## src/hdl/wsu_pkg.sv

```systemverilog
// Shared types and constants for the WebSocket frame unmasker.
`default_nettype none

package wsu_pkg;

  // Header constants
  localparam logic [7:0] HDR_FIRST_BYTE  = 8'h81;   // final text frame
  localparam logic [7:0] LEN_CODE_MASK   = 8'h7F;
  localparam logic [6:0] LEN_MAX_DIRECT  = 7'd125;
  localparam logic [6:0] LEN_EXT16       = 7'd126;
  localparam logic [6:0] LEN_EXT64       = 7'd127;

  // Extended length bytes still to come after the first, per length code
  localparam logic [2:0] EXT16_REMAIN    = 3'd1;
  localparam logic [2:0] EXT64_REMAIN    = 3'd7;

  localparam int unsigned LEN_W          = 24;
  localparam logic [LEN_W-1:0] MAX_PAYLOAD_RST = 24'd5120;

  // Result kinds
  localparam logic [1:0] KIND_DATA       = 2'd0;
  localparam logic [1:0] KIND_EMPTY      = 2'd1;
  localparam logic [1:0] KIND_BADHEAD    = 2'd2;
  localparam logic [1:0] KIND_TOOLONG    = 2'd3;

  typedef enum logic [5:0] {
    PH_FIRST = 6'b000001,
    PH_LEN   = 6'b000010,
    PH_EXT   = 6'b000100,
    PH_MASK  = 6'b001000,
    PH_DATA  = 6'b010000,
    PH_ERR   = 6'b100000
  } phase_t;

  typedef struct packed {
    logic [7:0] data_byte;
    logic       restart;
  } in_item_t;

  typedef struct packed {
    logic       vld;
    logic [1:0] kind;
    logic [7:0] payload_byte;
    logic       last_of_frame;
  } result_t;

endpackage : wsu_pkg

`default_nettype wire

```

## src/hdl/wsu_in_reg.sv

```systemverilog
// Input register stage: holds one accepted byte until the core takes it.
`default_nettype none

module wsu_in_reg
  import wsu_pkg::*;
(
  input  wire logic     clk,
  input  wire logic     rst_n,
  input  wire logic     in_valid,
  output logic          in_ready,
  input  wire logic [7:0] in_data_byte,
  input  wire logic     in_restart,
  input  wire logic     adv,
  output logic          item_vld,
  output in_item_t      item
);

  logic     vld_r;
  logic     vld_nxt;
  in_item_t item_r;

  assign in_ready = !vld_r || adv;

  always_comb begin
    vld_nxt = vld_r;
    if (in_valid && in_ready) begin
      vld_nxt = 1'b1;
    end else if (adv) begin
      vld_nxt = 1'b0;
    end
  end

  always_ff @(posedge clk) begin
    if (!rst_n) begin
      vld_r <= 1'b0;
    end else begin
      vld_r <= vld_nxt;
    end
  end

  always_ff @(posedge clk) begin
    if (in_valid && in_ready) begin
      item_r.data_byte <= in_data_byte;
      item_r.restart   <= in_restart;
    end
  end

  assign item_vld = vld_r;
  assign item     = item_r;

endmodule : wsu_in_reg

`default_nettype wire

```

## src/hdl/wsu_core.sv

```systemverilog
// Frame parser state and per-byte step logic: header, length, mask, unmask.
`default_nettype none

module wsu_core
  import wsu_pkg::*;
(
  input  wire logic             clk,
  input  wire logic             rst_n,
  input  wire logic             step_en,
  input  wire in_item_t         item,
  input  wire logic [LEN_W-1:0] max_payload,
  output result_t               res,
  output logic                  err_hold
);

  phase_t            phase_r,  phase_nxt;
  logic [2:0]        ext_r,    ext_nxt;
  logic [LEN_W-1:0]  len_lo_r, len_lo_nxt;
  logic              len_hi_r, len_hi_nxt;   // any length bit above the low 24 set
  logic [31:0]       key_r,    key_nxt;
  logic [1:0]        pos_r,    pos_nxt;
  logic [LEN_W-1:0]  left_r,   left_nxt;

  phase_t            ph;
  logic [2:0]        ext_e;
  logic [1:0]        pos_e;
  logic [LEN_W-1:0]  left_e;
  logic [6:0]        code;
  logic [LEN_W-1:0]  lo_cand;
  logic              hi_cand;
  logic              too_long;
  logic [7:0]        mask_byte;
  logic              emit;
  logic [1:0]        kind;
  logic [7:0]        pbyte;
  logic              last;

  // Restart clears position before the byte is handled
  assign ph     = item.restart ? PH_FIRST : phase_r;
  assign ext_e  = item.restart ? 3'd0 : ext_r;
  assign pos_e  = item.restart ? 2'd0 : pos_r;
  assign left_e = item.restart ? '0 : left_r;

  assign code = item.data_byte[6:0] & LEN_CODE_MASK[6:0];

  // Length candidate once complete: direct code, or shifted extended length
  always_comb begin
    if (ph == PH_LEN) begin
      lo_cand = {{(LEN_W-7){1'b0}}, code};
      hi_cand = 1'b0;
    end else begin
      lo_cand = {len_lo_r[LEN_W-9:0], item.data_byte};
      hi_cand = len_hi_r || (|len_lo_r[LEN_W-1:LEN_W-8]);
    end
  end

  assign too_long = hi_cand || (lo_cand > max_payload);

  always_comb begin
    case (pos_e)
      2'd0:    mask_byte = key_r[31:24];
      2'd1:    mask_byte = key_r[23:16];
      2'd2:    mask_byte = key_r[15:8];
      default: mask_byte = key_r[7:0];
    endcase
  end

  always_comb begin
    phase_nxt  = ph;
    ext_nxt    = ext_e;
    len_lo_nxt = len_lo_r;
    len_hi_nxt = len_hi_r;
    key_nxt    = key_r;
    pos_nxt    = pos_e;
    left_nxt   = left_e;
    emit       = 1'b0;
    kind       = KIND_DATA;
    pbyte      = 8'd0;
    last       = 1'b0;
    case (ph)
      PH_FIRST: begin
        if (item.data_byte != HDR_FIRST_BYTE) begin
          phase_nxt = PH_ERR;
          emit      = 1'b1;
          kind      = KIND_BADHEAD;
        end else begin
          phase_nxt = PH_LEN;
        end
      end
      PH_LEN, PH_EXT: begin
        len_lo_nxt = lo_cand;
        len_hi_nxt = hi_cand;
        if ((ph == PH_LEN && code > LEN_MAX_DIRECT) || (ph == PH_EXT && ext_e != 3'd0)) begin
          if (ph == PH_LEN) begin
            len_lo_nxt = '0;
            ext_nxt    = (code == LEN_EXT16) ? EXT16_REMAIN : EXT64_REMAIN;
            phase_nxt  = PH_EXT;
          end else begin
            ext_nxt = ext_e - 3'd1;
          end
        end else if (too_long) begin
          phase_nxt = PH_ERR;
          emit      = 1'b1;
          kind      = KIND_TOOLONG;
        end else begin
          left_nxt  = lo_cand;
          pos_nxt   = 2'd0;
          key_nxt   = 32'd0;
          phase_nxt = PH_MASK;
        end
      end
      PH_MASK: begin
        key_nxt = {key_r[23:0], item.data_byte};
        if (pos_e == 2'd3) begin
          pos_nxt = 2'd0;
          if (left_e == '0) begin
            phase_nxt = PH_FIRST;
            emit      = 1'b1;
            kind      = KIND_EMPTY;
            last      = 1'b1;
          end else begin
            phase_nxt = PH_DATA;
          end
        end else begin
          pos_nxt = pos_e + 2'd1;
        end
      end
      PH_DATA: begin
        last     = (left_e <= {{(LEN_W-1){1'b0}}, 1'b1});
        pos_nxt  = pos_e + 2'd1;
        left_nxt = left_e - {{(LEN_W-1){1'b0}}, 1'b1};
        emit     = 1'b1;
        kind     = KIND_DATA;
        pbyte    = item.data_byte ^ mask_byte;
        if (last) begin
          phase_nxt = PH_FIRST;
        end
      end
      PH_ERR: begin
        phase_nxt = PH_ERR;
      end
      default: begin
        phase_nxt = PH_ERR;
      end
    endcase
  end

  always_ff @(posedge clk) begin
    if (!rst_n) begin
      phase_r  <= PH_FIRST;
      ext_r    <= 3'd0;
      len_lo_r <= '0;
      len_hi_r <= 1'b0;
      key_r    <= 32'd0;
      pos_r    <= 2'd0;
      left_r   <= '0;
    end else if (step_en) begin
      phase_r  <= phase_nxt;
      ext_r    <= ext_nxt;
      len_lo_r <= len_lo_nxt;
      len_hi_r <= len_hi_nxt;
      key_r    <= key_nxt;
      pos_r    <= pos_nxt;
      left_r   <= left_nxt;
    end
  end

  assign res.vld           = step_en && emit;
  assign res.kind          = kind;
  assign res.payload_byte  = pbyte;
  assign res.last_of_frame = last;
  assign err_hold          = (phase_r == PH_ERR);

endmodule : wsu_core

`default_nettype wire

```

## src/hdl/wsu_out_reg.sv

```systemverilog
// Result register: holds one result until the downstream side takes it.
`default_nettype none

module wsu_out_reg
  import wsu_pkg::*;
(
  input  wire logic    clk,
  input  wire logic    rst_n,
  input  wire logic    adv,
  input  wire result_t res,
  output logic         out_valid,
  output logic [1:0]   out_kind,
  output logic [7:0]   out_payload_byte,
  output logic         out_last_of_frame
);

  logic       vld_r;
  logic       vld_nxt;
  logic [1:0] kind_r;
  logic [7:0] byte_r;
  logic       last_r;

  assign vld_nxt = adv ? res.vld : vld_r;

  always_ff @(posedge clk) begin
    if (!rst_n) begin
      vld_r <= 1'b0;
    end else begin
      vld_r <= vld_nxt;
    end
  end

  always_ff @(posedge clk) begin
    if (adv && res.vld) begin
      kind_r <= res.kind;
      byte_r <= res.payload_byte;
      last_r <= res.last_of_frame;
    end
  end

  assign out_valid         = vld_r;
  assign out_kind          = kind_r;
  assign out_payload_byte  = byte_r;
  assign out_last_of_frame = last_r;

endmodule : wsu_out_reg

`default_nettype wire

```

## src/hdl/websocket_frame_unmasker.sv

```systemverilog
// Path: an accepted byte waits in the input register, then steps the core into the result register.
// Throughput: one byte per clock; only the input register and the result register hold
//   an item, so a stalled result blocks input once one more byte waits behind it.
// Reset (rst_n low, synchronous): wait for a frame's first header byte, no byte or
//   result pending, max_payload back to 5120.
`default_nettype none

module websocket_frame_unmasker
  import wsu_pkg::*;
(
  input  wire logic             clk,
  input  wire logic             rst_n,
  // byte stream in
  input  wire logic             in_valid,
  output logic                  in_ready,
  input  wire logic [7:0]       in_data_byte,
  input  wire logic             in_restart,
  // results out
  output logic                  out_valid,
  input  wire logic             out_ready,
  output logic [1:0]            out_kind,
  output logic [7:0]            out_payload_byte,
  output logic                  out_last_of_frame,
  // max_payload register write
  input  wire logic             cfg_valid,
  output logic                  cfg_ready,
  input  wire logic [LEN_W-1:0] cfg_max_payload
);

  logic             adv;        // result register can take the core's output
  logic             item_vld;
  in_item_t         item;
  logic             step_en;
  result_t          res;
  logic             err_hold;
  logic [LEN_W-1:0] max_payload_r;

  // Configuration: always ready; writes must arrive only while the block is idle, which the block leaves unchecked.
  assign cfg_ready = 1'b1;

  always_ff @(posedge clk) begin
    if (!rst_n) begin
      max_payload_r <= MAX_PAYLOAD_RST;
    end else if (cfg_valid && cfg_ready) begin
      max_payload_r <= cfg_max_payload;
    end
  end

  // Advance the pipe whenever the result register is empty or being drained.
  // Every held byte steps the parser on advance, whether or not it makes a result.
  assign adv     = !out_valid || out_ready;
  assign step_en = item_vld && adv;

  // Capture one byte per transfer.
  wsu_in_reg u_in_reg (
    .clk          (clk),
    .rst_n        (rst_n),
    .in_valid     (in_valid),
    .in_ready     (in_ready),
    .in_data_byte (in_data_byte),
    .in_restart   (in_restart),
    .adv          (adv),
    .item_vld     (item_vld),
    .item         (item)
  );

  // Parse header, collect mask, unmask payload.
  wsu_core u_core (
    .clk         (clk),
    .rst_n       (rst_n),
    .step_en     (step_en),
    .item        (item),
    .max_payload (max_payload_r),
    .res         (res),
    .err_hold    (err_hold)
  );

  // Hold the result until its transfer.
  wsu_out_reg u_out_reg (
    .clk               (clk),
    .rst_n             (rst_n),
    .adv               (adv),
    .res               (res),
    .out_valid         (out_valid),
    .out_kind          (out_kind),
    .out_payload_byte  (out_payload_byte),
    .out_last_of_frame (out_last_of_frame)
  );

  // An empty frame result always closes its frame.
  a_empty_is_last: assert property (@(posedge clk) disable iff (!rst_n)
    out_valid && (out_kind == KIND_EMPTY) |-> out_last_of_frame)
    else $error("empty frame result without last_of_frame");

  // Only payload results carry a byte.
  a_nondata_zero: assert property (@(posedge clk) disable iff (!rst_n)
    out_valid && (out_kind != KIND_DATA) |-> (out_payload_byte == 8'd0))
    else $error("non-payload result carries a nonzero byte");

  // A pending error result means the parser sits in its error hold.
  a_err_hold: assert property (@(posedge clk) disable iff (!rst_n)
    out_valid && ((out_kind == KIND_BADHEAD) || (out_kind == KIND_TOOLONG)) |-> err_hold)
    else $error("error result pending while parser left error hold");

  // A stalled output must stall the byte in the input register.
  a_stall_holds: assert property (@(posedge clk) disable iff (!rst_n)
    item_vld && out_valid && !out_ready |=> item_vld && $stable(item))
    else $error("held byte lost while output stalled");

endmodule : websocket_frame_unmasker

`default_nettype wire

```

## config.mk

```make
export PLATFORM = sky130hd
export DESIGN_NAME = websocket_frame_unmasker
export DESIGN_NICKNAME = d
export VERILOG_FILES = /design/src/hdl/wsu_pkg.sv /design/src/hdl/wsu_in_reg.sv /design/src/hdl/wsu_core.sv /design/src/hdl/wsu_out_reg.sv /design/src/hdl/websocket_frame_unmasker.sv
export SDC_FILE = /design/constraint.sdc
export NUM_CORES = 1
export LEC_CHECK = 0
export ABC_CLOCK_PERIOD_IN_PS = 6600
export BUFFER_PORTS_ARGS = -buffer_cell sky130_fd_sc_hd__buf_4
export CAP_MARGIN = 40
export CORE_AREA = 2 2 133 135
export CTS_CLUSTER_DIAMETER = 150
export DETAILED_ROUTE_END_ITERATION = 12
export DIE_AREA = 0 0 135 137
export SLEW_MARGIN = 0
export SYNTH_ARGS = -nofsm -noshare
export SYNTH_HDL_FRONTEND = slang
export SYNTH_SLANG_ARGS = --single-unit
```

## constraint.sdc

```tcl
create_clock -name clk -period 6.6 [get_ports clk]
set_input_delay 0.66 -clock clk [delete_from_list [all_inputs] [get_ports clk]]
set_output_delay 0.66 -clock clk [all_outputs]
set_load 0.05 [all_outputs]
```

==> flow_summary.rst <==
.. list-table::
   :header-rows: 1

   * - Metric
     - Value
   * - Final #Nets
     - 1003
   * - Die boundary height
     - 137 microns
   * - Vias
     - 6925
   * - Root Buffer Master
     - clkbuf_16
   * - Buffers plus inverters on the worst setup path
     - 0
   * - Initial standard-cell utilization of the core
     - 0.4418
   * - Result of the run
     - complete, no violations
   * - Longest individual stage delay on the worst path
     - 700 ps
   * - Final setup fails
     - 0
   * - Worst-path cell chain
     - nor3_1, nand3_1, and2_1, ha_1, a21oi_1, o21ai_0, a221oi_1, a41o_1, nand2_1, a32oi_1, o31ai_1
   * - Area delta synth->final
     - 14.18%
   * - Most used standard cell by instance count after synthesis
     - dfxtp_1
   * - Clk pin slew, worst setup/hold paths
     - 70 ps
   * - Final worst setup slack
     - 1832 ps
   * - Final TNS setup
     - 0 ps
   * - Achievable frequency
     - 209.7 MHz
   * - IR Drop Worst-Case VDD
     - 0.2023 mV
   * - Final Wtd Congestion
     - 0.9041
   * - Worst relative slew slack
     - 0.4261
   * - First-pass detailed-route iteration total
     - 5
   * - Number of antenna violations at the first check in global routing
     - 0
   * - Input/output buffers
     - 50
   * - Synthesized net count
     - 994
   * - CP delay by family, top
     - compound AO/OA/AOI/OAI gates
   * - Number of cells produced by synthesis
     - 924
   * - CTS tree
     - yes
   * - I/O pin count
     - 52
   * - Placeable Area
     - 17060 sq um
   * - Pins over their slew limit
     - 0
   * - Net switching power of the design
     - 544.0 uW
   * - Pin count of the biggest net entering global routing
     - 85
   * - Critical Path Slowest Stage Cell
     - a41o_1
   * - Overall fraction of global-route tracks in use
     - 0.2412
   * - Signal arrival time at the worst endpoint
     - 5070 ps
   * - Async SR Flop Fraction
     - 0
   * - Category of the most critical setup path
     - reg -> reg
   * - Number of clock sinks
     - 138
   * - Clock buffer count from CTS
     - 17
   * - Static leakage power
     - 0.003117 uW
   * - Number of standard cells in the final layout excluding fillers
     - 1171
   * - CP Data Required Time
     - 6900 ps
   * - Average footprint of a synthesized cell
     - 8.154 sq um
   * - Setup Slack @ Placement
     - 1874 ps
   * - Cell-internal power
     - 1504 uW
   * - Fraction of final layout cells with drive strength greater than 1
     - 0.1173
   * - Yosys top cell by area
     - dfxtp_1
   * - Adder and majority gate portion of the synthesized area
     - 0.05314
   * - Post-synthesis instance area
     - 7535 sq um
   * - Class of the worst hold path
     - in -> reg
   * - Unrepaired setup endpoints after global routing
     - false
   * - Synth Area in Compound Gates
     - 0.2097
   * - Resize count post-CTS
     - 0
   * - Final critical delay including setup and external delays
     - 4768 ps
   * - Overall overflow remaining after global route
     - 0
   * - Part of the power in combinational logic
     - 0.082
   * - First-pass GRT wire length
     - 34730 microns
   * - Count of antenna-violating nets left after detailed routing
     - 0
   * - Cts-stage hold buffer count
     - 0
   * - DRC violations left
     - 0
   * - Maximum root-to-sink buffer count
     - 2
   * - Endpoint type of the worst setup path
     - flip-flop
   * - Number of flops mapped to enable cells by yosys
     - 20
   * - Proportion of synthesized chip area in sequential cells
     - 0.3932
   * - Post-CTS setup buffer count
     - 0
   * - Post-DR wirelength/cell
     - 18.43 microns
   * - Period utilization
     - 0.7225
   * - Largest family of logic cells by synthesized area
     - simple AND/OR/NAND/NOR gates
   * - Placed cells
     - 1139
   * - Most common library cells after synthesis
     - dfxtp_1 (118), nand2_1 (111), nor2_1 (85)
   * - Total of flip-flops plus latches after synthesis
     - 138
   * - Die footprint
     - 18500 sq um
   * - Diode count
     - 0
   * - Reg power frac
     - 0.437
   * - Portion of total power attributed to the clock network
     - 0.481
   * - Share of synthesized cell area in and, or, nand and nor gates
     - 0.2454
   * - Sw Ratio
     - 0.2656
   * - Routed WL
     - 21580 microns
   * - Site row count
     - 48
   * - Maximum Capacitance Violations
     - 0
   * - Vias per cell
     - 5.914
   * - Main area contributors after synthesis
     - dfxtp_1 (31%), edfxtp_1 (8.0%), nand2_1 (5.5%), ha_1 (5.3%), nor2_1 (4.2%)
   * - Critical path fanouts, max
     - 20
   * - DR iter-0 viols
     - 711
   * - Fraction of synthesized cell area taken by the top area cell type
     - 0.3135
   * - Count of H-tree levels built during CTS
     - 4
   * - Via count of the first global-routing pass
     - 6443
   * - Chip Width
     - 135 microns
   * - Clock insertion delay at the later pin of the skew report
     - 430 ps
   * - Power density cells
     - 238.0 nW/um^2
   * - Dominant synthesized flop cell
     - dfxtp_1
   * - Post-detailed-placement half-perimeter wirelength
     - 14240 microns
   * - Multiplexer fraction of the synthesized cell area
     - 0.03321
   * - Final hold vios
     - 0
   * - Tightest Pin Transition
     - 858.8 ps
   * - Setup crit start kind
     - flip-flop
   * - Clock Skew
     - 10.86 ps
   * - Yosys Warn Count
     - 0
   * - Distinct cell type count of the synthesized netlist
     - 66
   * - Xor/xnor cell area share of the yosys netlist
     - 0.01046
[power groups by stage]
stage               clock [uW]  combinational (uW)  sequential, uW
finish                     985                 168             896
global route              1040                 185             897
CTS                        999                 167             895
detailed placement           0                 166             914
global placement             0                 166             914
floorplan                    0                 106             914
[layer usage]
metal	share of wire	vias up	track usage
met5	0	-	0
met4	0.028	0	0.1111
li1	-	3416	-
met1	0.46	3247	0.3304
met2	0.45	217	0.3700
met3	0.057	45	0.04370
[final timing paths]
path,slack [ps],cells past startpoint,endpoint,from
setup reg to reg,1830,11,u_core.left_r[14],u_core.phase_r[3]
setup / recovery,1830,11,u_core.left_r[14],u_core.phase_r[3]
hold / removal,400,1,u_in_reg.item[4],in_data_byte[3]
hold reg to reg,450,2,u_core.len_lo_r[10],u_core.len_lo_r[10]
[worst register-to-register path: cells and delay by family, from the launching register on]
| kind | cells | cell delay (ps) |
|---|---|---|
| DFF | 1 | 360 |
| adders and majority gates | 1 | 310 |
| and+or+nand+nor | 4 | 1940 |
| AOI/OAI and AO/OA | 6 | 2020 |
[registers in the layout (all words and copies together) (netlist names)]
name / flops
u_core.ext_r: 3
u_core.phase_r: 6
u_out_reg.out_valid: 1
u_core.len_lo_r: 24
u_out_reg.out_kind: 2
u_core.pos_r: 2
u_in_reg.item_vld: 1
u_in_reg.item: 9
u_core.key_r: 32
u_core.left_r: 24
u_out_reg.out_last_of_frame: 1
u_core.len_hi_r: 1
u_out_reg.out_payload_byte: 8
max_payload_r: 24
[per-stage QoR]
step,cell area (sq um),hold slack [ps],utilization,power [uW]
6_report,8603,400.5,0.5044,2048
5_1_grt,8603,383.4,0.5044,2122
4_1_cts,8603,389.5,0.5044,2062
3_5_place_dp,8000,442.2,0.4690,1080
3_3_place_gp,7993,444.3,0.4686,1079
2_1_floorplan,7535,423.7,-,1021
[area by class of cell]
class / count / area, sq um
inverters: 35 / 131.4
clock buffers: 17 / 425.4
multi-input cells: 681 / 4174
clock inverters: 15 / 177.7
repair buffers: 60 / 450.4
well taps: 225 / 281.5
flip-flops and latches: 138 / 2963
fillers: 1684 / 8453
[layout by cell type (no fill, tap or decap), types with 3 or more instances in the layout]
| cell type | synthesis | layout |
|---|---|---|
| dfxtp_1 | 118 | 118 |
| nand2_1 | 111 | 110 |
| nor2_1 | 85 | 84 |
| a21oi_1 | 62 | 62 |
| buf_4 | 1 | 60 |
| nand3_1 | 58 | 58 |
| o21ai_0 | 51 | 51 |
| inv_1 | 35 | 34 |
| ha_1 | 32 | 32 |
| nand4_1 | 25 | 25 |
| mux2i_1 | 25 | 25 |
| o221ai_1 | 22 | 22 |
| and2_1 | 22 | 21 |
| edfxtp_1 | 20 | 20 |
| nor3_1 | 18 | 18 |
| a31oi_1 | 17 | 17 |
| clkbuf_16 | 0 | 17 |
| or3_1 | 13 | 13 |
| a22oi_1 | 12 | 12 |
| nor2b_1 | 9 | 9 |
| o311ai_0 | 9 | 9 |
| nor4_1 | 8 | 8 |
| o211ai_1 | 8 | 8 |
| o31ai_1 | 8 | 8 |
| a222oi_1 | 8 | 8 |
| xnor2_1 | 8 | 8 |
| inv_6 | 0 | 6 |
| o21ai_1 | 5 | 5 |
| a211oi_1 | 4 | 4 |
| and3_1 | 4 | 4 |
| clkinv_4 | 0 | 4 |
| a221oi_1 | 3 | 3 |
| nand2b_1 | 3 | 3 |
| nor3b_1 | 3 | 3 |
| a22o_1 | 3 | 3 |
| o21a_1 | 3 | 3 |
| o311ai_1 | 3 | 3 |
[logic make-up after synthesis]
| family | count (synthesis) |
|---|---|
| and+or+nand+nor | 375 |
| AOI/OAI and AO/OA | 239 |
| DFF | 138 |
| buffers and inverters | 105 |
| adders and majority gates | 32 |
| muxes | 25 |
| xor gates and xnor gates | 9 |
| other | 1 |
No activity file was read; power rests on OpenSTA's default activity.
